$ cat src/hdl/atcc_pkg.sv
package atcc_pkg;

  // Result field widths
  localparam int unsigned CharW     = 8;
  localparam int unsigned CellAddrW = 11;
  localparam int unsigned CellValW  = 16;
  localparam int unsigned AttrW     = 8;
  localparam int unsigned ParamW    = 8;

  // Character codes
  localparam logic [CharW-1:0] ChBackspace = 8'h08;
  localparam logic [CharW-1:0] ChTab       = 8'h09;
  localparam logic [CharW-1:0] ChLineFeed  = 8'h0A;
  localparam logic [CharW-1:0] ChReturn    = 8'h0D;
  localparam logic [CharW-1:0] ChEscape    = 8'h1B;
  localparam logic [CharW-1:0] ChSpace     = 8'h20;
  localparam logic [CharW-1:0] ChTilde     = 8'h7E;
  localparam logic [CharW-1:0] ChDigit0    = 8'h30;
  localparam logic [CharW-1:0] ChDigit9    = 8'h39;
  localparam logic [CharW-1:0] ChBracket   = 8'h5B;
  localparam logic [CharW-1:0] ChSemicolon = 8'h3B;
  localparam logic [CharW-1:0] ChSgrEnd    = 8'h6D;

  localparam logic [AttrW-1:0] AttrDefault = 8'h07;
  localparam int unsigned      TabStop     = 8;

  // Byte class outside escape mode
  typedef enum logic [2:0] {
    KIND_BS,
    KIND_TAB,
    KIND_LF,
    KIND_CR,
    KIND_ESC,
    KIND_PRINT,
    KIND_OTHER
  } kind_e;

  // Byte class inside escape mode
  typedef enum logic [1:0] {
    EKIND_END,
    EKIND_SEP,
    EKIND_DIGIT,
    EKIND_OTHER
  } esc_kind_e;

  // SGR parameter phase
  typedef enum logic [1:0] {
    PH_NONE   = 2'd0,
    PH_DIGITS = 2'd1,
    PH_ENDED  = 2'd2
  } phase_e;

  // Classified word passed from front to back
  typedef struct packed {
    kind_e            kind;
    esc_kind_e        esc_kind;
    logic [3:0]       digit;
    logic [CharW-1:0] code;
  } cls_word_t;

  // SGR color number to VGA color number
  function automatic logic [2:0] sgr_to_vga(input logic [2:0] idx);
    logic [2:0] res;
    case (idx)
      3'd0:    res = 3'd0;
      3'd1:    res = 3'd4;
      3'd2:    res = 3'd2;
      3'd3:    res = 3'd6;
      3'd4:    res = 3'd1;
      3'd5:    res = 3'd5;
      3'd6:    res = 3'd3;
      3'd7:    res = 3'd7;
      default: res = 3'd0;
    endcase
    return res;
  endfunction

  // Apply one SGR code to the attribute
  function automatic logic [AttrW-1:0] apply_sgr(input logic [AttrW-1:0] attr,
                                                 input logic [ParamW-1:0] code);
    logic [AttrW-1:0] res;
    logic [ParamW-1:0] off;
    res = attr;
    off = '0;
    if (code == '0) begin
      res = AttrDefault;
    end else if (code >= 8'd30 && code <= 8'd37) begin
      off = code - 8'd30;
      res = {attr[7:4], 1'b0, sgr_to_vga(off[2:0])};
    end else if (code >= 8'd40 && code <= 8'd47) begin
      off = code - 8'd40;
      res = {1'b0, sgr_to_vga(off[2:0]), attr[3:0]};
    end
    return res;
  endfunction

endpackage

$ cat src/hdl/ansi_text_console_controller.sv
// Channel   Handshake                  Word
// input     in_valid_i / in_stall_o    char_code_i
// output    out_valid_o / out_stall_i  cell_write_o, cell_address_o, cell_value_o,
//                                      scroll_up_o, cursor_offset_o, cursor_update_o
//
// One byte per cycle is taken while the queue is not full; each byte gives one result word.
// A byte is classified on entry, waits in a two-entry queue, and its result appears
// in the output register the cycle after the back end takes it.
// The back end's state update sets the rate.
// Reset clears the cursor, escape parser and queue and sets the attribute to 0x07.
// A stalled output holds its word; the input stalls only when the queue is full.
module ansi_text_console_controller #(
  parameter int unsigned COLUMNS = 80,
  parameter int unsigned ROWS    = 25
) (
  input  logic                            clk_i,
  input  logic                            rst_ni,
  input  logic                            in_valid_i,
  output logic                            in_stall_o,
  input  logic [atcc_pkg::CharW-1:0]      char_code_i,
  output logic                            out_valid_o,
  input  logic                            out_stall_i,
  output logic                            cell_write_o,
  output logic [atcc_pkg::CellAddrW-1:0]  cell_address_o,
  output logic [atcc_pkg::CellValW-1:0]   cell_value_o,
  output logic                            scroll_up_o,
  output logic [atcc_pkg::CellAddrW-1:0]  cursor_offset_o,
  output logic                            cursor_update_o
);
  import atcc_pkg::*;

  logic      push;
  cls_word_t push_word;
  logic      q_full;
  logic      pop;
  logic      q_empty;
  cls_word_t pop_word;

  atcc_front u_front (
    .in_valid_i  (in_valid_i),
    .in_stall_o  (in_stall_o),
    .char_code_i (char_code_i),
    .q_full_i    (q_full),
    .push_o      (push),
    .push_word_o (push_word)
  );

  atcc_queue u_queue (
    .clk_i       (clk_i),
    .rst_ni      (rst_ni),
    .push_i      (push),
    .push_word_i (push_word),
    .full_o      (q_full),
    .pop_i       (pop),
    .empty_o     (q_empty),
    .pop_word_o  (pop_word)
  );

  atcc_back #(
    .COLUMNS (COLUMNS),
    .ROWS    (ROWS)
  ) u_back (
    .clk_i           (clk_i),
    .rst_ni          (rst_ni),
    .q_empty_i       (q_empty),
    .q_word_i        (pop_word),
    .pop_o           (pop),
    .out_valid_o     (out_valid_o),
    .out_stall_i     (out_stall_i),
    .cell_write_o    (cell_write_o),
    .cell_address_o  (cell_address_o),
    .cell_value_o    (cell_value_o),
    .scroll_up_o     (scroll_up_o),
    .cursor_offset_o (cursor_offset_o),
    .cursor_update_o (cursor_update_o)
  );

endmodule

$ cat src/hdl/atcc_front.sv
module atcc_front (
  input  logic                         in_valid_i,
  output logic                         in_stall_o,
  input  logic [atcc_pkg::CharW-1:0]   char_code_i,
  input  logic                         q_full_i,
  output logic                         push_o,
  output atcc_pkg::cls_word_t          push_word_o
);
  import atcc_pkg::*;

  // Stall while the queue has no room
  assign in_stall_o = q_full_i;
  assign push_o     = in_valid_i && !q_full_i;

  // Classify the byte for both modes
  always_comb begin
    push_word_o.code  = char_code_i;
    push_word_o.digit = 4'(char_code_i - ChDigit0);

    if (char_code_i == ChBackspace) begin
      push_word_o.kind = KIND_BS;
    end else if (char_code_i == ChTab) begin
      push_word_o.kind = KIND_TAB;
    end else if (char_code_i == ChLineFeed) begin
      push_word_o.kind = KIND_LF;
    end else if (char_code_i == ChReturn) begin
      push_word_o.kind = KIND_CR;
    end else if (char_code_i == ChEscape) begin
      push_word_o.kind = KIND_ESC;
    end else if (char_code_i >= ChSpace && char_code_i <= ChTilde) begin
      push_word_o.kind = KIND_PRINT;
    end else begin
      push_word_o.kind = KIND_OTHER;
    end

    if (char_code_i == ChSgrEnd) begin
      push_word_o.esc_kind = EKIND_END;
    end else if (char_code_i == ChBracket || char_code_i == ChSemicolon) begin
      push_word_o.esc_kind = EKIND_SEP;
    end else if (char_code_i >= ChDigit0 && char_code_i <= ChDigit9) begin
      push_word_o.esc_kind = EKIND_DIGIT;
    end else begin
      push_word_o.esc_kind = EKIND_OTHER;
    end
  end

endmodule

$ cat src/hdl/atcc_queue.sv
module atcc_queue (
  input  logic                clk_i,
  input  logic                rst_ni,
  input  logic                push_i,
  input  atcc_pkg::cls_word_t push_word_i,
  output logic                full_o,
  input  logic                pop_i,
  output logic                empty_o,
  output atcc_pkg::cls_word_t pop_word_o
);
  import atcc_pkg::*;

  cls_word_t  slot_q [2];
  logic       wr_ptr_q, wr_ptr_d;
  logic       rd_ptr_q, rd_ptr_d;
  logic [1:0] count_q, count_d;

  assign full_o     = count_q == 2'd2;
  assign empty_o    = count_q == 2'd0;
  assign pop_word_o = slot_q[rd_ptr_q];

  // Advance pointers and fill count
  always_comb begin
    wr_ptr_d = push_i ? ~wr_ptr_q : wr_ptr_q;
    rd_ptr_d = pop_i ? ~rd_ptr_q : rd_ptr_q;
    count_d  = count_q;
    if (push_i && !pop_i) begin
      count_d = count_q + 2'd1;
    end else if (pop_i && !push_i) begin
      count_d = count_q - 2'd1;
    end
  end

  always_ff @(posedge clk_i or negedge rst_ni) begin
    if (!rst_ni) begin
      wr_ptr_q <= 1'b0;
      rd_ptr_q <= 1'b0;
      count_q  <= 2'd0;
    end else begin
      wr_ptr_q <= wr_ptr_d;
      rd_ptr_q <= rd_ptr_d;
      count_q  <= count_d;
    end
  end

  // Hold the stored words
  always_ff @(posedge clk_i) begin
    if (push_i) begin
      slot_q[wr_ptr_q] <= push_word_i;
    end
  end

endmodule

$ cat src/hdl/atcc_back.sv
module atcc_back #(
  parameter int unsigned COLUMNS = 80,
  parameter int unsigned ROWS    = 25
) (
  input  logic                            clk_i,
  input  logic                            rst_ni,
  input  logic                            q_empty_i,
  input  atcc_pkg::cls_word_t             q_word_i,
  output logic                            pop_o,
  output logic                            out_valid_o,
  input  logic                            out_stall_i,
  output logic                            cell_write_o,
  output logic [atcc_pkg::CellAddrW-1:0]  cell_address_o,
  output logic [atcc_pkg::CellValW-1:0]   cell_value_o,
  output logic                            scroll_up_o,
  output logic [atcc_pkg::CellAddrW-1:0]  cursor_offset_o,
  output logic                            cursor_update_o
);
  import atcc_pkg::*;

  localparam int unsigned ColW = $clog2(COLUMNS);
  localparam int unsigned RowW = (ROWS > 2) ? $clog2(ROWS) : 1;

  // Cell index, wrapped to the address width
  function automatic logic [CellAddrW-1:0] cell_idx(input logic [RowW-1:0] r,
                                                    input logic [ColW-1:0] c);
    logic [31:0] full;
    full = 32'(r) * 32'(COLUMNS) + 32'(c);
    return full[CellAddrW-1:0];
  endfunction

  logic [ColW-1:0]   col_q, col_d;
  logic [RowW-1:0]   row_q, row_d;
  logic [AttrW-1:0]  attr_q, attr_d;
  logic              esc_q, esc_d;
  phase_e            phase_q, phase_d;
  logic [ParamW-1:0] pval_q, pval_d;

  logic [ColW:0]     col_n;
  logic [RowW:0]     row_n;
  logic [11:0]       acc;

  logic                 wr;
  logic [CellAddrW-1:0] addr;
  logic [CellValW-1:0]  val;
  logic                 scr;
  logic                 upd;

  logic                 out_valid_q;
  logic                 wr_q, scr_q, upd_q;
  logic [CellAddrW-1:0] addr_q, cur_q;
  logic [CellValW-1:0]  val_q;

  // Take the next word whenever the output register frees up
  assign pop_o = !q_empty_i && (!out_valid_q || !out_stall_i);

  // Step the cursor, attribute and escape parser
  always_comb begin
    col_d   = col_q;
    row_d   = row_q;
    attr_d  = attr_q;
    esc_d   = esc_q;
    phase_d = phase_q;
    pval_d  = pval_q;
    col_n   = {1'b0, col_q};
    row_n   = {1'b0, row_q};
    acc     = 12'({pval_q, 3'b000}) + 12'({pval_q, 1'b0}) + 12'(q_word_i.digit);
    wr      = 1'b0;
    addr    = '0;
    val     = '0;
    scr     = 1'b0;
    upd     = 1'b0;

    if (esc_q) begin
      case (q_word_i.esc_kind)
        EKIND_END: begin
          if (phase_q != PH_NONE) begin
            attr_d = apply_sgr(attr_q, pval_q);
          end
          esc_d   = 1'b0;
          phase_d = PH_NONE;
          pval_d  = '0;
        end
        EKIND_SEP: begin
          if (phase_q != PH_NONE) begin
            attr_d = apply_sgr(attr_q, pval_q);
          end
          phase_d = PH_DIGITS;
          pval_d  = '0;
        end
        EKIND_DIGIT: begin
          if (phase_q == PH_DIGITS) begin
            pval_d = (acc > 12'd255) ? 8'hFF : acc[ParamW-1:0];
          end
        end
        default: begin
          if (phase_q == PH_DIGITS) begin
            phase_d = PH_ENDED;
          end
        end
      endcase
    end else begin
      upd = 1'b1;
      case (q_word_i.kind)
        KIND_BS: begin
          if (col_q != '0) begin
            col_n = col_n - (ColW+1)'(1);
          end
          wr   = 1'b1;
          addr = cell_idx(row_q, col_n[ColW-1:0]);
          val  = {attr_q, ChSpace};
        end
        KIND_TAB: begin
          col_n = (col_n + (ColW+1)'(TabStop)) & ~(ColW+1)'(TabStop - 1);
        end
        KIND_LF: begin
          col_n = '0;
          row_n = row_n + (RowW+1)'(1);
        end
        KIND_CR: begin
          col_n = '0;
        end
        KIND_ESC: begin
          esc_d   = 1'b1;
          phase_d = PH_NONE;
          pval_d  = '0;
        end
        KIND_PRINT: begin
          wr    = 1'b1;
          addr  = cell_idx(row_q, col_q);
          val   = {attr_q, q_word_i.code};
          col_n = col_n + (ColW+1)'(1);
        end
        default: begin
        end
      endcase
      // Wrap past the last column, scroll past the last row
      if (col_n >= (ColW+1)'(COLUMNS)) begin
        col_n = '0;
        row_n = row_n + (RowW+1)'(1);
      end
      if (row_n >= (RowW+1)'(ROWS)) begin
        scr   = 1'b1;
        row_n = (RowW+1)'(ROWS - 1);
      end
      col_d = col_n[ColW-1:0];
      row_d = row_n[RowW-1:0];
    end
  end

  always_ff @(posedge clk_i or negedge rst_ni) begin
    if (!rst_ni) begin
      col_q       <= '0;
      row_q       <= '0;
      attr_q      <= AttrDefault;
      esc_q       <= 1'b0;
      phase_q     <= PH_NONE;
      pval_q      <= '0;
      out_valid_q <= 1'b0;
    end else begin
      if (pop_o) begin
        col_q   <= col_d;
        row_q   <= row_d;
        attr_q  <= attr_d;
        esc_q   <= esc_d;
        phase_q <= phase_d;
        pval_q  <= pval_d;
      end
      if (pop_o) begin
        out_valid_q <= 1'b1;
      end else if (!out_stall_i) begin
        out_valid_q <= 1'b0;
      end
    end
  end

  // Load the result word; hold it while stalled
  always_ff @(posedge clk_i) begin
    if (pop_o) begin
      wr_q   <= wr;
      addr_q <= addr;
      val_q  <= val;
      scr_q  <= scr;
      cur_q  <= cell_idx(row_d, col_d);
      upd_q  <= upd;
    end
  end

  assign out_valid_o     = out_valid_q;
  assign cell_write_o    = wr_q;
  assign cell_address_o  = addr_q;
  assign cell_value_o    = val_q;
  assign scroll_up_o     = scr_q;
  assign cursor_offset_o = cur_q;
  assign cursor_update_o = upd_q;

endmodule

$ cat config.mk
export PLATFORM = sky130hd
export DESIGN_NAME = ansi_text_console_controller
export DESIGN_NICKNAME = d
export VERILOG_FILES = /design/src/hdl/atcc_pkg.sv /design/src/hdl/ansi_text_console_controller.sv /design/src/hdl/atcc_front.sv /design/src/hdl/atcc_queue.sv /design/src/hdl/atcc_back.sv
export SDC_FILE = /design/constraint.sdc
export NUM_CORES = 1
export LEC_CHECK = 0
export BUFFER_PORTS_ARGS = -buffer_cell sky130_fd_sc_hd__clkbuf_2
export CELL_PAD_IN_SITES_DETAIL_PLACEMENT = 2
export CELL_PAD_IN_SITES_GLOBAL_PLACEMENT = 2
export CORE_ASPECT_RATIO = 0.75
export CORE_UTILIZATION = 42
export CTS_BUF_LIST = sky130_fd_sc_hd__clkbuf_16
export CTS_CLUSTER_DIAMETER = 60
export DETAILED_ROUTE_END_ITERATION = 7
export MAX_ROUTING_LAYER = met4
export PLACE_DENSITY = 0.81
export REMOVE_ABC_BUFFERS = 1
export SYNTH_ARGS = -nofsm -noshare
export SYNTH_HDL_FRONTEND = slang
export SYNTH_SLANG_ARGS = --single-unit
$ cat constraint.sdc
create_clock -name clk_i -period 9.75 [get_ports clk_i]
set_clock_uncertainty 0.2 [all_clocks]
set_input_delay 0.4875 -clock clk_i [delete_from_list [all_inputs] [get_ports clk_i]]
set_output_delay 0.4875 -clock clk_i [all_outputs]
set_load 0.02 [all_outputs]
==> results by group, run 1 <==
Critical path
  – Worst setup EP type: flip-flop
  – Worst Path Arrival: between 7000 and 8000 ps
  – Max FO, Critical Path: 27
  – CP peak stage delay: 1040 ps
  – CP Depth: 21
  – Critical path, cell by cell: nor4bb_1 > nor2_1 > xnor2_1 > inv_1 > ha_1 > o21a_1 > nor2_1 > o311ai_1 > nand3_1 > o31ai_1 > ha_1 > ha_1 > fa_1 > nand2_1 > o21bai_1 > or3b_2 > a21oi_1 > a221oi_1 > and2_1 > a211oi_1 > nand3_1
  – Type of the worst setup path: reg2reg
  – Cell mode on critical path: ha_1
  – Family with the most delay on the worst path: simple AND/OR/NAND/NOR gates
  – Reg2Reg Depth: 21
  – Startpoint Class: flip-flop
  – Req. time, crit path: slightly below 10000 ps
  – CP max stage cell: dfrtp_1
  – R2R Setup Slk: ~2500 ps
  – CP bufs+invs: 1
  – Reg-to-Reg End: u_back.cursor_offset_o[10]
  – Critical R2R Launch: u_queue.rd_ptr_q

Timing
  – Setup TNS Final: 0 ps
  – Unrepaired setup endpoints after global routing: no
  – Fmax: between 100 and 150 MHz
  – Tightest Pin Transition: between 1000 and 1500 ps
  – Ratio of final minimum period to clock period: 74.0%
  – Final Setup Violations: 0
  – Final Hold Viols: 0
  – Final Critical Period: between 7000 and 8000 ps
  – Max-slew violation count: 0
  – Slew HR: a little over a fifth

Clocking
  – H-tree depth: 3
  – Worst skew pair latency: between 300 and 400 ps
  – Post-CTS Hold Fix Bufs: 0
  – Clk slew on worst S/H paths: ~80 ps
  – Root buffer cell: clkbuf_16
  – CTS buffer count: 9
  – Setup Buffers After CTS: 0
  – CTS tree: done
  – Maximum root-to-sink buffer count: 2
  – Clock sinks: 100
  – Post_cts resized: 0

GRT
  – Pin count of the biggest net entering global routing: 35
  – Total gr overflow: 0
  – Vias in the first global route: 5662
  – First-pass GRT wire length: between 30000 and 40000 um
  – Total GRT Usage: between 20% and 30%
  – Initial antenna violation count: 0

Floorplanning
  – Initial core utilization: between 40% and 50%
  – Die W: 144 um
  – Die footprint: about 16000 sq um
  – Num rows: 38
  – Core Box Area: between 10000 and 15000 sq um
  – Die H: between 100 and 150 um
  – I/O pins: 55

Power and ir drop
  – Flop pwr share: 34.9%
  – PwrDens: roughly 320 nW/um^2
  – Power Internal: 1.25 mW
  – Peak VDD IR: ~0.15 mV
  – Power Total: between 2 and 2.5 mW
  – Switching Share: 45.6%
  – P_leak: 3.01 nW
  – Clock power frac: about 17%
  – Net Sw Power: ~1.0 mW
  – Comb pwr share: approximately half

Cells and area
  – Layout Nets: 734
  – Filler cell count: approximately 1600
  – Leading cell type in the layout, fill and taps excluded: nor2_1
  – Most frequent cells in the layout: 70 x nor2_1, 66 x edfxtp_1, 54 x clkbuf_2, 52 x nand2_1, 42 x ha_1
  – Layout area overhead: 12.0%
  – Share of cells above drive strength 1: 16.5%
  – Antenna cell count: 0

Yosys
  – Seq/Total Area, Yosys: approximately 44%
  – Cells after Synth: 629
  – Number of flops mapped to enable cells by yosys: 66
  – Async SR Flop Fraction: 34.0%
  – Synthesized area per cell: between 10 and 15 sq um
  – Cell Area, Synth: between 6000 and 7000 sq um
  – Post-synth cell types: between 70 and 80
  – Synth Warn #: 0
  – Top FF cell, synth: edfxtp_1
  – FF+latch count, synth: 100

Placement
  – HPWL after DPL: between 10000 and 15000 um
  – IO Port Bufs: between 50 and 60
  – Global placer's final weighted congestion: around 0.9

Run
  – # Max-Cap Violations: 0

Route
  – Total number of vias: ~5200
  – Final ANT Viol Nets: 0
  – Via density: between 5 and 6
  – Pre-antenna DRT Iters: 4
  – Drt wl/cell: between 20 and 25 um
  – Initial drt markers: 232
  – Routed WL: around 19000 um
  – Detailed-route DRC error count: 0

Hold path
  – Hold Path Class: in2async

Outcome
  – Status: completed
==> layout make-up <==
cell class | instances | area, sq um | area share [%]
multi-input combinational | 474 | 3310 | 46.3
sequential | 100 | 2840 | 39.7
timing repair buffer | 59 | 308 | 4.31
tap | 200 | 250 | 3.50
clock buffer | 9 | 225 | 3.15
inverter | 30 | 113 | 1.58
clock inverter | 7 | 103 | 1.44
==> cells by family after synthesis <==
kind of cell,Yosys count,share of synthesized area [%]
buffers and inverters,55,3.65
adder cells (fa/ha/maj),48,10.1
flip-flops,100,44.5
multiplexers,24,4.08
AO/OA/AOI/OAI,156,16.8
other,1,0.0588
AND/OR/NAND/NOR,215,16.7
XOR/XNOR,30,4.12
==> worst max-delay path by stage <==
stage / from / end / slack (ps)
finish: u_queue.rd_ptr_q / u_back.cursor_offset_o[10] / 2530
global route: u_queue.rd_ptr_q / u_back.cursor_offset_o[10] / 2020
CTS: u_queue.rd_ptr_q / u_back.cursor_offset_o[10] / 2540
detailed placement: u_queue.rd_ptr_q / u_back.cursor_offset_o[10] / 2620
global placement: u_queue.rd_ptr_q / u_back.cursor_offset_o[10] / 3070
floorplan: u_queue.rd_ptr_q / u_back.cursor_offset_o[10] / 3820
==> cells in the mapped netlist, types with 4 or more instances <==
cell type / count / share of area, %
inv_1: 28 / 1.6
edfxtp_1: 66 / 31
mux2i_1: 8 / 1.3
ha_1: 42 / 8.2
o21ai_0: 36 / 2.8
buf_2: 6 / 0.47
o31ai_1: 11 / 1.3
and2_1: 9 / 0.88
a211oi_1: 4 / 0.47
o211ai_1: 8 / 0.94
nand3_1: 12 / 0.94
fa_1: 6 / 1.9
a21o_1: 7 / 0.82
or3b_2: 4 / 0.55
and3_1: 9 / 0.88
or3_1: 6 / 0.59
nor3_1: 10 / 0.78
nand2_1: 52 / 3.1
clkbuf_1: 15 / 0.88
nand2b_1: 8 / 0.78
xor2_1: 7 / 0.96
xnor2_1: 23 / 3.2
o21a_1: 6 / 0.71
a31oi_1: 11 / 1.1
nor2_1: 70 / 4.1
dfrtp_1: 31 / 12
a21oi_1: 27 / 2.1
mux2_2: 16 / 2.8
o22a_1: 4 / 0.55
nor2b_1: 11 / 1.1
o21bai_1: 4 / 0.47
==> stage by stage <==
stage          hold WS [ps]  std cells  cell area (sq um)  utilization [%]  setup slack, ps
3_5_place_dp            287        863               6820             46.6             2620
3_3_place_gp            275        863               6820             46.6             3070
6_report                100        879               7150             48.8             2530
4_1_cts                 115        879               7150             48.8             2540
2_1_floorplan         -8.09        604               6260                -             3820
5_1_grt                 145        879               7150             48.8             2020
==> registers in the layout, summed over array words and instances (netlist names) <==
name                    cells
u_back.attr_q               6
u_back.cell_address_o      11
u_back.cell_value_o        15
u_back.cell_write_o         1
u_back.col_q                7
u_back.cursor_offset_o     11
u_back.cursor_update_o      1
u_back.esc_q                1
u_back.out_valid_o          1
u_back.phase_q              2
u_back.pval_q               8
u_back.row_q                5
u_back.scroll_up_o          1
u_queue.count_q             2
u_queue.rd_ptr_q            1
u_queue.slot_q             26
u_queue.wr_ptr_q            1
==> worst register-to-register path, delay by kind of cell (launching register included) <==
kind                     cells  cell delay, ps
adder cells (fa/ha/maj)      4            1330
AO/OA/AOI/OAI                7            1640
AND/OR/NAND/NOR              8            2360
XOR/XNOR                     1             250
flip-flops                   1            1040
buffers and inverters        1             130
==> routing by layer <==
metal	share of wire [%]	track usage [%]	up-vias
met1	47	35.3	2638
met4	0.85	5.19	0
met3	3.7	3.34	18
met2	49	44.1	112
met5	0	-	-
li1	-	-	2396
==> power by group through the flow <==
stage	sequential, mW	clock [mW]	combinational, mW
2_1_floorplan	0.856	0	0.658
3_3_place_gp	0.794	0	1.02
3_5_place_dp	0.809	0	1.10
4_1_cts	0.803	0.400	1.12
5_1_grt	0.825	0.411	1.22
6_report	0.802	0.392	1.11
Note: power is estimated with default switching activity, not from simulation.
==> run 2, diff against run 1 <==
ABC_AREA = 1   (was default)
CORE_UTILIZATION = 34   (was 42)
PLACE_DENSITY = 0.73   (was 0.81)
clock period = 5.9 ns   (was 9.75 ns; I/O delays follow)
==> results by group, run 2 <==
Timing
  – Final Critical Period: around 5100 ps
  – Fmax: about 200 MHz
  – Max-slew violation count: 0
  – Slew HR: 17.1%
  – Ratio of final minimum period to clock period: 85.8%
  – Final Hold Viols: 0
  – Tightest Pin Transition: roughly 1200 ps
  – Unrepaired setup endpoints after global routing: no
  – Setup TNS Final: 0 ps
  – Final Setup Violations: 0

Yosys
  – Synth Area in Simple Gates: 23.5%
  – XOR/XNOR Fraction of Synth Area: between 2 and 3%
  – Cell Area, Synth: 6160 sq um
  – Post-synth cell types: 45
  – Top FF cell, synth: edfxtp_1
  – Async SR Flop Fraction: about 34%
  – Number of flops mapped to enable cells by yosys: 66
  – Cell taking the most area after synthesis: edfxtp_1
  – Proportion of synthesized area in mux cells: 0%
  – Synth Warn #: 0
  – Most frequent cells after synthesis: 146 x nand2_1, 96 x inv_1, 72 x nor2_1
  – Synthesized area per cell: 8.76 sq um
  – Largest family of logic cells by synthesized area: simple AND/OR/NAND/NOR gates
  – Seq/Total Area, Yosys: 46.0%
  – Count leader, synth: nand2_1
  – Share of the synthesized area in the top cell type: 32.2%
  – Adder-cell share of the synthesized area: 10.5%
  – Complex-gate fraction of the synthesized area: around a tenth
  – Cells after Synth: about 700
  – FF+latch count, synth: 100
  – Synth top area cells: edfxtp_1 32%, dfrtp_1 13%, nand2_1 8.9%, ha_1 8.5%, inv_1 5.8%

Critical path
  – CP max stage cell: dfrtp_1
  – Cell mode on critical path: nand2_1
  – CP peak stage delay: about 750 ps
  – R2R Setup Slk: between 800 and 900 ps
  – Reg-to-Reg End: u_back.cursor_offset_o[10]
  – Family with the most delay on the worst path: simple AND/OR/NAND/NOR gates
  – Req. time, crit path: between 5000 and 6000 ps
  – Type of the worst setup path: reg2reg
  – Worst Path Arrival: between 4000 and 5000 ps
  – Reg2Reg Depth: 26
  – CP bufs+invs: 4
  – Max FO, Critical Path: 18
  – Critical R2R Launch: u_queue.rd_ptr_q
  – Worst setup EP type: flip-flop
  – Startpoint Class: flip-flop

Cells and area
  – Leading cell type in the layout, fill and taps excluded: nand2_1
  – Most frequent cells in the layout: 146 x nand2_1, 95 x inv_1, 72 x nor2_1, 66 x edfxtp_1, 54 x clkbuf_2
  – Share of cells above drive strength 1: 16.0%
  – Top reg by flops: u_queue.slot_q
  – Layout Nets: a little over 800
  – Layout area overhead: 14.2%
  – Antenna cell count: 0
  – Non-Filler Cell Area, Final: slightly above 7000 sq um
  – Max reg flops: 26

Clocking
  – Root buffer cell: clkbuf_16
  – CTS buffer count: 9
  – CTS tree: done
  – Post_cts resized: 0
  – H-tree depth: 3
  – Clk slew on worst S/H paths: approximately 80 ps
  – Maximum root-to-sink buffer count: 2
  – Post-CTS Hold Fix Bufs: 6
  – Worst skew pair latency: 370 ps
  – Clock sinks: 100
  – Setup Buffers After CTS: 0

Floorplanning
  – Core Box Area: around 18000 sq um
  – Num rows: 42
  – I/O pins: 55
  – Die H: between 100 and 150 um
  – Die W: around 160 um
  – Die footprint: ~19000 sq um
  – Initial core utilization: 34.8%

Route
  – Final ANT Viol Nets: 0
  – Drt wl/cell: between 15 and 20 um
  – Via density: between 5 and 6
  – Initial drt markers: approximately 200
  – Pre-antenna DRT Iters: 4
  – Total number of vias: between 5000 and 6000
  – Detailed-route DRC error count: 0
  – Routed WL: about 18000 um

Placement
  – Global placer's final weighted congestion: 0.852
  – Placed Area: 6700 sq um
  – HPWL after DPL: around 14000 um
  – IO Port Bufs: 54

Hold path
  – Hold wc startpoint: char_code_i[2]
  – Hold Path Class: in2reg
  – WHS Endpoint: u_queue.slot_q[0][10]
  – Hold path depth: 1

GRT
  – Pin count of the biggest net entering global routing: 35
  – Total GRT Usage: 21.5%
  – Initial antenna violation count: 0
  – Vias in the first global route: 5623
  – Total gr overflow: 0
  – First-pass GRT wire length: 29800 um

Power and ir drop
  – Peak VDD IR: ~0.24 mV
  – PwrDens: ~670 nW/um^2
  – Power Total: 4.73 mW
  – P_leak: about 3.3 nW

Run
  – # Max-Cap Violations: 0

Outcome
  – Status: completed
run 2: cell count changes after synthesis, sizes merged, moves of 16 or more:
cell / previous run / this run
xnor2: 23 / 5
mux2: 16 / 0
nand2: 52 / 163
nand3: 12 / 48
inv: 28 / 104
run 2: kinds of logic after synthesis:
group	count (synthesis)
and+or+nand+nor	314
adders and majority gates	48
buffers and inverters	115
xor gates and xnor gates	19
DFF	100
other	1
AOI/OAI and AO/OA	106
run 2: worst max-delay path by stage:
stage / slack, ps / to / from / depth (start not counted)
3_3_place_gp: 1250 / u_back.cursor_offset_o[10] / u_queue.rd_ptr_q / 29
6_report: 840 / u_back.cursor_offset_o[10] / u_queue.rd_ptr_q / 26
4_1_cts: 770 / u_back.cursor_offset_o[10] / u_queue.rd_ptr_q / 26
5_1_grt: 380 / u_back.cursor_offset_o[10] / u_queue.rd_ptr_q / 26
2_1_floorplan: 1700 / u_back.cursor_offset_o[10] / u_queue.rd_ptr_q / 25
3_5_place_dp: 860 / u_back.cursor_offset_o[10] / u_queue.rd_ptr_q / 26
run 2: layout make-up:
type                    count  area, sq um
fillers                  2043        10700
multi-input cells         488         2870
flip-flops and latches    100         2840
inverters                 104          395
repair buffers             63          353
well taps                 242          303
clock buffers               9          225
clock inverters             7         56.3
run 2: through the flow:
step / cells / worst slack, ps / utilization [%] / hold slack, ps
2_1_floorplan: 692 / 1700 / - / -201
3_3_place_gp: 991 / 1250 / 37.8 / 272
3_5_place_dp: 991 / 862 / 37.8 / 270
4_1_cts: 1013 / 773 / 39.7 / 10.2
5_1_grt: 1013 / 384 / 39.7 / 12.2
6_report: 1013 / 836 / 39.7 / 15.5
run 2: routing by layer:
metal | up-vias | wire, um | track usage (%)
li1 | 2448 | - | -
met1 | 2558 | 8560 | 27.9
met2 | 60 | 8790 | 34.5
met3 | 18 | 457 | 3.81
met4 | 0 | 229 | 5.89
met5 | - | 0 | -
run 2: report_power, final:
part	switching, mW	internal (mW)
clock network	0.303	0.294
registers	0.219	1.13
logic	1.87	0.920
